$ cat src/hw/rtl/i8080_branch_call_return_unit_macros.svh
// Assertion macros shared by the control-transfer unit
`ifndef I8080_BRANCH_CALL_RETURN_UNIT_MACROS_SVH
`define I8080_BRANCH_CALL_RETURN_UNIT_MACROS_SVH

`ifndef ASSERT_OFF
// Check a property on every rising edge outside reset
`define BCRU_ASSERT(label, clk, rst_n, prop, msg) \
  label: assert property (@(posedge clk) disable iff (!rst_n) prop) else $error(msg);
// Check a property on every rising edge, reset included
`define BCRU_ASSERT_ALWAYS(label, clk, prop, msg) \
  label: assert property (@(posedge clk) prop) else $error(msg);
`else
`define BCRU_ASSERT(label, clk, rst_n, prop, msg)
`define BCRU_ASSERT_ALWAYS(label, clk, prop, msg)
`endif

`endif

$ cat src/hw/rtl/bcru_pkg.sv
package bcru_pkg;

  localparam int unsigned STACK_ADDR_BITS_DEF = 8;
  localparam int unsigned BYTE_W = 8;
  localparam int unsigned ADDR_W = 16;
  localparam int unsigned CYC_W  = 5;

  // Opcodes and opcode-group masks
  localparam logic [7:0] OP_JMP      = 8'hC3;
  localparam logic [7:0] OP_CALL     = 8'hCD;
  localparam logic [7:0] OP_RET      = 8'hC9;
  localparam logic [7:0] OP_GRP_MASK = 8'hC7;
  localparam logic [7:0] OP_GRP_JCC  = 8'hC2;
  localparam logic [7:0] OP_GRP_CCC  = 8'hC4;
  localparam logic [7:0] OP_GRP_RCC  = 8'hC0;

  // Condition flag selectors (opcode bits 5:4)
  localparam logic [1:0] COND_Z = 2'd0;
  localparam logic [1:0] COND_C = 2'd1;
  localparam logic [1:0] COND_P = 2'd2;
  localparam logic [1:0] COND_S = 2'd3;

  // Machine cycle counts
  localparam logic [CYC_W-1:0] CYC_NONE      = 5'd0;
  localparam logic [CYC_W-1:0] CYC_JUMP      = 5'd10;
  localparam logic [CYC_W-1:0] CYC_CALL_TKN  = 5'd17;
  localparam logic [CYC_W-1:0] CYC_CALL_NTKN = 5'd11;
  localparam logic [CYC_W-1:0] CYC_RET       = 5'd10;
  localparam logic [CYC_W-1:0] CYC_RCC_TKN   = 5'd11;
  localparam logic [CYC_W-1:0] CYC_RCC_NTKN  = 5'd5;

  localparam logic [ADDR_W-1:0] PC_STEP_LONG  = 16'd3;
  localparam logic [ADDR_W-1:0] PC_STEP_SHORT = 16'd1;
  localparam logic [ADDR_W-1:0] SP_STEP_ONE   = 16'd1;
  localparam logic [ADDR_W-1:0] SP_STEP_TWO   = 16'd2;

  typedef enum logic [2:0] {
    KIND_NONE = 3'd0,
    KIND_LOAD = 3'd1,
    KIND_JUMP = 3'd2,
    KIND_CALL = 3'd3,
    KIND_RET  = 3'd4
  } bcru_kind_e;

  typedef struct packed {
    logic              req_type;
    logic [7:0]        opcode;
    logic [7:0]        target_low;
    logic [7:0]        target_high;
    logic [7:0]        flag_byte;
    logic [ADDR_W-1:0] load_pc;
    logic [ADDR_W-1:0] load_sp;
  } bcru_in_t;

  typedef struct packed {
    logic [ADDR_W-1:0] next_pc;
    logic [ADDR_W-1:0] next_sp;
    logic              taken;
    logic [CYC_W-1:0]  cycle_count;
    logic              recognized;
  } bcru_out_t;

  typedef struct packed {
    bcru_kind_e       kind;
    logic             taken;
    logic [CYC_W-1:0] cycles;
    logic             recognized;
  } bcru_dec_t;

  // Sequencer status towards the top level
  typedef struct packed {
    logic      ready;
    logic      done;
    bcru_out_t result;
  } bcru_ctrl_t;

endpackage

$ cat src/hw/rtl/bcru_ram.sv
module bcru_ram #(
  parameter int unsigned WIDTH = 8,
  parameter int unsigned DEPTH = 256
) (
  input  logic                     clk_i,
  input  logic                     en_i,
  input  logic                     we_i,
  input  logic [$clog2(DEPTH)-1:0] addr_i,
  input  logic [WIDTH-1:0]         wdata_i,
  output logic [WIDTH-1:0]         rdata_o
);

  logic [WIDTH-1:0] mem_q [DEPTH];
  logic [WIDTH-1:0] rdata_q;

  // Single port: write, or registered read that holds until the next read
  always_ff @(posedge clk_i) begin
    if (en_i) begin
      if (we_i) begin
        mem_q[addr_i] <= wdata_i;
      end else begin
        rdata_q <= mem_q[addr_i];
      end
    end
  end

  assign rdata_o = rdata_q;

endmodule

$ cat src/hw/rtl/bcru_decode.sv
module bcru_decode (
  input  bcru_pkg::bcru_in_t  item_i,
  output bcru_pkg::bcru_dec_t dec_o
);
  import bcru_pkg::*;

  logic [7:0] op;
  logic       flag_bit;
  logic       cond;
  logic       is_jump;
  logic       is_call;
  logic       is_ret;

  assign op = item_i.opcode;

  // Pick the condition flag and apply the polarity bit
  always_comb begin
    case (op[5:4])
      COND_Z:  flag_bit = item_i.flag_byte[6];
      COND_C:  flag_bit = item_i.flag_byte[0];
      COND_P:  flag_bit = item_i.flag_byte[2];
      COND_S:  flag_bit = item_i.flag_byte[7];
      default: flag_bit = 1'b0;
    endcase
  end

  assign cond    = op[3] ? flag_bit : !flag_bit;
  assign is_jump = (op == OP_JMP)  || ((op & OP_GRP_MASK) == OP_GRP_JCC);
  assign is_call = (op == OP_CALL) || ((op & OP_GRP_MASK) == OP_GRP_CCC);
  assign is_ret  = (op == OP_RET)  || ((op & OP_GRP_MASK) == OP_GRP_RCC);

  // Classify the transaction and work out taken and cycle count
  always_comb begin
    dec_o            = '0;
    dec_o.kind       = KIND_NONE;
    dec_o.cycles     = CYC_NONE;
    if (item_i.req_type) begin
      dec_o.kind       = KIND_LOAD;
      dec_o.recognized = 1'b1;
    end else if (is_jump) begin
      dec_o.kind       = KIND_JUMP;
      dec_o.recognized = 1'b1;
      dec_o.taken      = (op == OP_JMP) || cond;
      dec_o.cycles     = CYC_JUMP;
    end else if (is_call) begin
      dec_o.kind       = KIND_CALL;
      dec_o.recognized = 1'b1;
      dec_o.taken      = (op == OP_CALL) || cond;
      dec_o.cycles     = dec_o.taken ? CYC_CALL_TKN : CYC_CALL_NTKN;
    end else if (is_ret) begin
      dec_o.kind       = KIND_RET;
      dec_o.recognized = 1'b1;
      dec_o.taken      = (op == OP_RET) || cond;
      if (op == OP_RET) begin
        dec_o.cycles = CYC_RET;
      end else begin
        dec_o.cycles = cond ? CYC_RCC_TKN : CYC_RCC_NTKN;
      end
    end
  end

endmodule

$ cat src/hw/rtl/bcru_seq.sv
`include "i8080_branch_call_return_unit_macros.svh"

module bcru_seq #(
  parameter int unsigned ADDR_BITS = bcru_pkg::STACK_ADDR_BITS_DEF
) (
  input  logic                 clk_i,
  input  logic                 rst_ni,
  input  logic                 in_fire_i,
  input  bcru_pkg::bcru_in_t   in_item_i,
  input  bcru_pkg::bcru_dec_t  dec_i,
  input  logic                 out_free_i,
  output bcru_pkg::bcru_ctrl_t ctrl_o,
  output logic                 ram_en_o,
  output logic                 ram_we_o,
  output logic [ADDR_BITS-1:0] ram_addr_o,
  output logic [7:0]           ram_wdata_o,
  input  logic [7:0]           ram_rdata_i
);
  import bcru_pkg::*;

  typedef enum logic [4:0] {
    ST_CLEAR  = 5'b00001,
    ST_RUN    = 5'b00010,
    ST_PUSH   = 5'b00100,
    ST_POP_LO = 5'b01000,
    ST_POP_HI = 5'b10000
  } seq_state_e;

  seq_state_e           state_q, state_d;
  logic [ADDR_W-1:0]    pc_q, pc_d;
  logic [ADDR_W-1:0]    sp_q, sp_d;
  logic [ADDR_BITS-1:0] clr_q, clr_d;
  logic [7:0]           byte_q, byte_d;
  logic [CYC_W-1:0]     cyc_q, cyc_d;

  logic [ADDR_W-1:0]    pc_plus3;
  logic [ADDR_W-1:0]    pc_plus1;
  logic [ADDR_W-1:0]    sp_minus1;
  logic [ADDR_W-1:0]    target;

  assign pc_plus3  = pc_q + PC_STEP_LONG;
  assign pc_plus1  = pc_q + PC_STEP_SHORT;
  assign sp_minus1 = sp_q - SP_STEP_ONE;
  assign target    = {in_item_i.target_high, in_item_i.target_low};

  // Sequence clearing, pushes and pops through the single memory port
  always_comb begin
    state_d     = state_q;
    pc_d        = pc_q;
    sp_d        = sp_q;
    clr_d       = clr_q;
    byte_d      = byte_q;
    cyc_d       = cyc_q;
    ram_en_o    = 1'b0;
    ram_we_o    = 1'b0;
    ram_addr_o  = sp_q[ADDR_BITS-1:0];
    ram_wdata_o = '0;
    ctrl_o      = '0;
    ctrl_o.ready = (state_q == ST_RUN);

    case (state_q)
      ST_CLEAR: begin
        ram_en_o   = 1'b1;
        ram_we_o   = 1'b1;
        ram_addr_o = clr_q;
        clr_d      = clr_q + 1'b1;
        if (clr_q == '1) begin
          state_d = ST_RUN;
        end
      end
      ST_RUN: begin
        if (in_fire_i) begin
          ctrl_o.done = 1'b1;
          case (dec_i.kind)
            KIND_LOAD: begin
              pc_d = in_item_i.load_pc;
              sp_d = in_item_i.load_sp;
            end
            KIND_JUMP: begin
              pc_d = dec_i.taken ? target : pc_plus3;
            end
            KIND_CALL: begin
              if (dec_i.taken) begin
                ram_en_o    = 1'b1;
                ram_we_o    = 1'b1;
                ram_addr_o  = sp_minus1[ADDR_BITS-1:0];
                ram_wdata_o = pc_plus3[15:8];
                byte_d      = pc_plus3[7:0];
                sp_d        = sp_q - SP_STEP_TWO;
                pc_d        = target;
                state_d     = ST_PUSH;
              end else begin
                pc_d = pc_plus3;
              end
            end
            KIND_RET: begin
              if (dec_i.taken) begin
                ram_en_o    = 1'b1;
                ram_addr_o  = sp_q[ADDR_BITS-1:0];
                sp_d        = sp_q + SP_STEP_TWO;
                cyc_d       = dec_i.cycles;
                ctrl_o.done = 1'b0;
                state_d     = ST_POP_LO;
              end else begin
                pc_d = pc_plus1;
              end
            end
            default: ;
          endcase
          ctrl_o.result.next_pc     = pc_d;
          ctrl_o.result.next_sp     = sp_d;
          ctrl_o.result.taken       = dec_i.taken;
          ctrl_o.result.cycle_count = dec_i.cycles;
          ctrl_o.result.recognized  = dec_i.recognized;
        end
      end
      ST_PUSH: begin
        // Low byte of the return address goes below the high byte
        ram_en_o    = 1'b1;
        ram_we_o    = 1'b1;
        ram_addr_o  = sp_q[ADDR_BITS-1:0];
        ram_wdata_o = byte_q;
        state_d     = ST_RUN;
      end
      ST_POP_LO: begin
        // Capture the low byte, fetch the high byte
        byte_d     = ram_rdata_i;
        ram_en_o   = 1'b1;
        ram_addr_o = sp_minus1[ADDR_BITS-1:0];
        state_d    = ST_POP_HI;
      end
      ST_POP_HI: begin
        // Hold the read data until the result register is free
        if (out_free_i) begin
          pc_d                      = {ram_rdata_i, byte_q};
          ctrl_o.done               = 1'b1;
          ctrl_o.result.next_pc     = pc_d;
          ctrl_o.result.next_sp     = sp_q;
          ctrl_o.result.taken       = 1'b1;
          ctrl_o.result.cycle_count = cyc_q;
          ctrl_o.result.recognized  = 1'b1;
          state_d                   = ST_RUN;
        end
      end
      default: begin
        state_d = ST_CLEAR;
      end
    endcase
  end

  // Control state
  always_ff @(posedge clk_i or negedge rst_ni) begin
    if (!rst_ni) begin
      state_q <= ST_CLEAR;
      pc_q    <= '0;
      sp_q    <= '0;
      clr_q   <= '0;
    end else begin
      state_q <= state_d;
      pc_q    <= pc_d;
      sp_q    <= sp_d;
      clr_q   <= clr_d;
    end
  end

  // Data held across the memory steps
  always_ff @(posedge clk_i) begin
    byte_q <= byte_d;
    cyc_q  <= cyc_d;
  end

  `BCRU_ASSERT(a_call_pushes, clk_i, rst_ni, in_fire_i && dec_i.kind == KIND_CALL && dec_i.taken |=> state_q == ST_PUSH, "taken call did not start the second push")
  `BCRU_ASSERT(a_pop_loads_pc, clk_i, rst_ni, state_q == ST_POP_HI && out_free_i |=> pc_q[15:8] == $past(ram_rdata_i) && pc_q[7:0] == $past(byte_q), "popped bytes did not reach the PC")
  `BCRU_ASSERT(a_done_states, clk_i, rst_ni, ctrl_o.done |-> state_q == ST_RUN || state_q == ST_POP_HI, "result issued from a busy state")
  `BCRU_ASSERT_ALWAYS(a_no_fire_busy, clk_i, in_fire_i |-> state_q == ST_RUN, "transaction taken while the sequencer is busy")

endmodule

$ cat src/hw/rtl/i8080_branch_call_return_unit.sv
// Channel | Direction | Handshake               | Payload
// in      | input     | in_valid_i / in_ready_o  | in_item_i  (bcru_in_t)
// out     | output    | out_valid_o / out_ready_i | out_item_o (bcru_out_t)
//
// Jumps, loads, unknown opcodes and untaken calls or returns are finished as they are accepted.
// A taken call makes two byte writes on the single stack RAM port (run, then push state),
// a taken return two registered byte reads (run, pop-low, then pop-high state).
// After reset the stack RAM is zeroed, one byte per cycle, while in_ready_o stays low.
// A stalled output register holds its transaction and stops new input.
module i8080_branch_call_return_unit #(
  parameter int unsigned STACK_ADDR_BITS = bcru_pkg::STACK_ADDR_BITS_DEF
) (
  input  logic                clk_i,
  input  logic                rst_ni,
  input  logic                in_valid_i,
  output logic                in_ready_o,
  input  bcru_pkg::bcru_in_t  in_item_i,
  output logic                out_valid_o,
  input  logic                out_ready_i,
  output bcru_pkg::bcru_out_t out_item_o
);
  import bcru_pkg::*;

  localparam int unsigned STACK_DEPTH = 2 ** STACK_ADDR_BITS;

  bcru_dec_t                  dec;
  bcru_ctrl_t                 ctrl;
  logic                       out_free;
  logic                       in_fire;
  logic                       ram_en;
  logic                       ram_we;
  logic [STACK_ADDR_BITS-1:0] ram_addr;
  logic [7:0]                 ram_wdata;
  logic [7:0]                 ram_rdata;
  logic                       out_valid_q;
  bcru_out_t                  out_item_q;

  assign out_free   = !out_valid_q || out_ready_i;
  assign in_ready_o = ctrl.ready && out_free;
  assign in_fire    = in_valid_i && in_ready_o;

  bcru_decode u_decode (
    .item_i (in_item_i),
    .dec_o  (dec)
  );

  bcru_seq #(
    .ADDR_BITS (STACK_ADDR_BITS)
  ) u_seq (
    .clk_i       (clk_i),
    .rst_ni      (rst_ni),
    .in_fire_i   (in_fire),
    .in_item_i   (in_item_i),
    .dec_i       (dec),
    .out_free_i  (out_free),
    .ctrl_o      (ctrl),
    .ram_en_o    (ram_en),
    .ram_we_o    (ram_we),
    .ram_addr_o  (ram_addr),
    .ram_wdata_o (ram_wdata),
    .ram_rdata_i (ram_rdata)
  );

  bcru_ram #(
    .WIDTH (BYTE_W),
    .DEPTH (STACK_DEPTH)
  ) u_stack_ram (
    .clk_i   (clk_i),
    .en_i    (ram_en),
    .we_i    (ram_we),
    .addr_i  (ram_addr),
    .wdata_i (ram_wdata),
    .rdata_o (ram_rdata)
  );

  // Output register: load on completion, drop once taken
  always_ff @(posedge clk_i or negedge rst_ni) begin
    if (!rst_ni) begin
      out_valid_q <= 1'b0;
    end else if (ctrl.done) begin
      out_valid_q <= 1'b1;
    end else if (out_ready_i) begin
      out_valid_q <= 1'b0;
    end
  end

  always_ff @(posedge clk_i) begin
    if (ctrl.done) begin
      out_item_q <= ctrl.result;
    end
  end

  assign out_valid_o = out_valid_q;
  assign out_item_o  = out_item_q;

endmodule

$ cat config.mk
export PLATFORM = sky130hd
export DESIGN_NAME = i8080_branch_call_return_unit
export DESIGN_NICKNAME = d
export VERILOG_FILES = /design/src/hw/rtl/bcru_pkg.sv /design/src/hw/rtl/bcru_ram.sv /design/src/hw/rtl/bcru_decode.sv /design/src/hw/rtl/bcru_seq.sv /design/src/hw/rtl/i8080_branch_call_return_unit.sv
export VERILOG_INCLUDE_DIRS = /design/src /design/src/hw/rtl
export SDC_FILE = /design/constraint.sdc
export NUM_CORES = 2
export LEC_CHECK = 0
export ABC_CLOCK_PERIOD_IN_PS = 27600
export BUFFER_PORTS_ARGS = -buffer_cell sky130_fd_sc_hd__buf_2
export CORE_MARGIN = 2
export CORE_UTILIZATION = 51
export CTS_CLUSTER_SIZE = 10
export DETAILED_ROUTE_END_ITERATION = 10
export PLACE_DENSITY = 0.67
export SYNTH_ARGS = -nofsm -noshare
export SYNTH_HDL_FRONTEND = slang
export SYNTH_SLANG_ARGS = --single-unit
$ cat constraint.sdc
create_clock -name clk_i -period 27.6 [get_ports clk_i]
set_clock_uncertainty 0.2 [all_clocks]
set_input_delay 4.14 -clock clk_i [delete_from_list [all_inputs] [get_ports clk_i]]
set_output_delay 4.14 -clock clk_i [all_outputs]
set_load 0.05 [all_outputs]
==> flow_summary.ini <==
[status]
status = completed

[sta]
drv_slew = 0
max_freq_mhz = 90.05
rsz0062_at_grt = false
timing.hold.ws_ns = 0.2891
setup_viol = 0
worstMarginPinSlew_ns = 1.193
hold_viol = 0
min_period_over_period_pct = 40.23
slew_headroom_pct = 20.22
fin_crit_ns = 11.10
finalSetupTns_ns = 0

[pwr]
switching_share_pct = 19.08
p_int_mw = 5.067
power.leakage_nw = 30.45
clkPwrFrac_pct = 43.2
powerDensity_nw_per_um2 = 64.83
pwr-share-seq_pct = 56.4
peakVddDrop_uv = 58.00
p_comb_share_pct = 0.4
finalPower_mw = 6.262
switchingPower_mw = 1.195

[setup_path]
cp_num_buf_inv = 7
crit_path_frequent_cell = buf_4
crit_path_end_kind = flop
r2r_slack_ns = 19.13
critPathMaxFanout = 65
r2r-end = u_stack_ram.rdata_o[1]$_DFFE_PP_
r2r_start = u_seq.state_q[3]$_DFFE_PN0P_
arrival_ns = 11.50
r2r_cells = 16
path_cells = buf_2, buf_4, nand3b_1, a211oi_2, buf_4, nand2_1, o21ai_2, a21o_4, buf_4, buf_4, buf_4, buf_4, mux2i_1, a221oi_1, a21oi_1, a21oi_1, nor4_1, a31oi_1, mux2_2
critPathMaxStageDelay_ns = 0.74
critical_path_required_ns = 28.00
critPathKind = in2reg
cp-start-kind = input pin
cpLargestDelayFamily = buffers and inverters
slowest_stage = buf_4

[min_path]
min-delay-path-class = reg2reg
worstHoldStart = u_seq.clr_q[4]$_DFFE_PN0N_
hold_path_end = u_seq.clr_q[4]$_DFFE_PN0N_
hold_depth = 1

[clock_tree]
cts.clk_slew.worst_paths_ns = 0.06
cts_setup_buffers = 0
numCtsBuffers = 235
cts_buffer_depth = 3
htree_num_levels = 4
cts_tree = built
cts.sinks = 2152
clkLatencyLatePin_ns = 0.86
ctsHoldBuffers = 0
root_buffer = clkbuf_16
cts.repair.resized = 0

[synth]
synth_edf_count = 2106
synth_fp_nets = 6649
synth.distinct_cells = 86
ys_seq_elements = 2152
ys_seq_area_share_pct = 73.25
synthFlopType = edfxtp_1
netlist_area_sq_um = 87910
async_flop_share_pct = 2.138
syn_inst = 6573
syn-mean-instance-area_sq_um = 13.37
yosys_warnings = 0

[floorplan]
io_pins = 110
rows = 152
coreArea_sq_um = 171400
start_util_pct = 51.30
die_w_um = 419.2
chipHeight_um = 419.2
die_area_sq_um = 175700

[place]
dp_hpwl_um = 137300
gp_routability_congestion = 0.8977
portBuffers = 105

[finish]
seq_area_sq_um = 64390
drive_gt1_share_pct = 8.249
nets = 6650
multi_input_area_sq_um = 21520
final_cell_mix = 2106 x edfxtp_1, 1453 x nand2_1, 428 x nand3_1
n_fill_cell = 13470
final_common_cell = edfxtp_1
syn2layout_area_growth_pct = 9.876

[global_routing]
antenna_found_initial = 8
grt_usage_pct = 26.32
grt_max_degree = 170
overflow = 0
first_global_vias = 52720
grt_pass1_wl_um = 342500

[drt]
post-route-drc-count = 0
drt_wl_total_um = 234100
vias = 55660
drt-pass1-iter-count = 7
postRouteAntennaNets = 0
viasPerCell = 6.231
wire_per_inst_um = 26.21
dr.first_iter.drc_count = 7597

[run]
drv_cap = 0
-- power groups by stage --
| stage | Combinational [mW] | Clock (mW) | Sequential [mW] |
|---|---|---|---|
| 6_report | 0.0248 | 2.70 | 3.53 |
| 5_1_grt | 0.0266 | 2.85 | 3.53 |
| 4_1_cts | 0.0243 | 2.72 | 3.53 |
| 3_5_place_dp | 0.0241 | 0 | 3.60 |
| 3_3_place_gp | 0.0240 | 0 | 3.60 |
| 2_1_floorplan | 0.0127 | 0 | 3.60 |
-- cells in the mapped netlist (5+ instances only) --
cell,instances,area (sq um)
a211oi_1,32,240.2
a21o_1,60,450.4
a21oi_1,415,2077
a221oi_1,57,499.2
a22o_1,14,122.6
a22oi_1,133,998.5
a31oi_1,63,394.1
a32o_1,11,110.1
a32oi_1,153,1340
a41oi_1,6,52.55
and2_1,16,100.1
and3_1,24,150.1
buf_1,31,116.4
buf_2,214,1071
buf_4,40,300.3
buf_6,15,168.9
clkbuf_1,152,570.6
dfrtp_1,45,1126
edfxtp_1,2106,63240
ha_1,7,87.58
inv_1,18,67.56
mux2_2,10,112.6
mux2i_1,241,2412
nand2_1,1460,5480
nand2b_1,8,50.05
nand3_1,432,2162
nand4_1,96,600.6
nor2_1,389,1460
nor2_4,5,56.30
nor3_1,42,210.2
nor4_1,12,75.07
o2111ai_1,9,78.83
o211ai_1,12,90.09
o21ai_0,87,435.4
o21ai_1,9,45.04
o22ai_1,16,100.1
or3_1,10,62.56
xnor2_1,20,175.2
xor2_1,17,148.9
-- stage by stage --
stage	cells	instance area, sq um	setup slack (ns)	utilization, %
after detailed placement	8647	90310	15.69	52.70
final	8933	96590	16.50	56.37
after global placement	8647	90310	15.69	52.70
after CTS	8929	96580	16.60	56.36
after global routing	8930	96590	16.14	56.37
after floorplan	6573	87910	9.632	-
-- worst max-delay path by stage --
stage | start | endpoint | slack (ns) | cells past startpoint
6_report | in_item_i[64] | u_stack_ram.rdata_o[1]$_DFFE_PP_ | 16.50 | 19
4_1_cts | in_item_i[64] | u_stack_ram.rdata_o[1]$_DFFE_PP_ | 16.60 | 19
3_5_place_dp | in_item_i[64] | u_stack_ram.rdata_o[1]$_DFFE_PP_ | 15.69 | 19
2_1_floorplan | in_item_i[59] | u_stack_ram.mem_q[0][3]$_DFFE_PP_ | 9.63 | 8
5_1_grt | in_item_i[64] | u_stack_ram.rdata_o[1]$_DFFE_PP_ | 16.14 | 19
3_3_place_gp | in_item_i[64] | u_stack_ram.rdata_o[1]$_DFFE_PP_ | 15.69 | 19
-- registers in the layout, indices dropped and copies added, names as in the netlist --
signal and cells:
u_seq.cyc_q 4, u_stack_ram.rdata_o 8, u_seq.clr_q 8, out_item_o 38, u_seq.byte_q 8, u_seq.sp_q 16
u_stack_ram.mem_q 2048, u_seq.state_q 5, u_seq.pc_q 16, out_valid_o 1
-- layer usage --
| metal | global-route usage, % | vias up | routed length, um |
|---|---|---|---|
| li1 | - | 24560 | - |
| met1 | 36.66 | 27830 | 92910 |
| met2 | 41.28 | 2856 | 109800 |
| met3 | 5.133 | 420 | 23110 |
| met4 | 9.760 | 2 | 8313 |
| met5 | 0 | - | 44 |
-- layout make-up --
class	instances	area share [%]
flip-flops and latches	2152	66.66
multi-input cells	3950	22.28
clock buffers	266	6.253
well taps	2310	2.992
repair buffers	216	1.484
clock inverters	16	0.2409
inverters	19	0.07383
diodes	4	0.01036
-- logic make-up after synthesis --
family                   share of synthesized area [%]
AO/OA/AOI/OAI                                    8.655
XOR/XNOR                                        0.3871
adder cells (fa/ha/maj)                        0.09962
buffers and inverters                            2.614
flip-flops                                       73.25
multiplexers                                     2.898
AND/OR/NAND/NOR                                  12.10
Power figures use the tool's default switching activity.
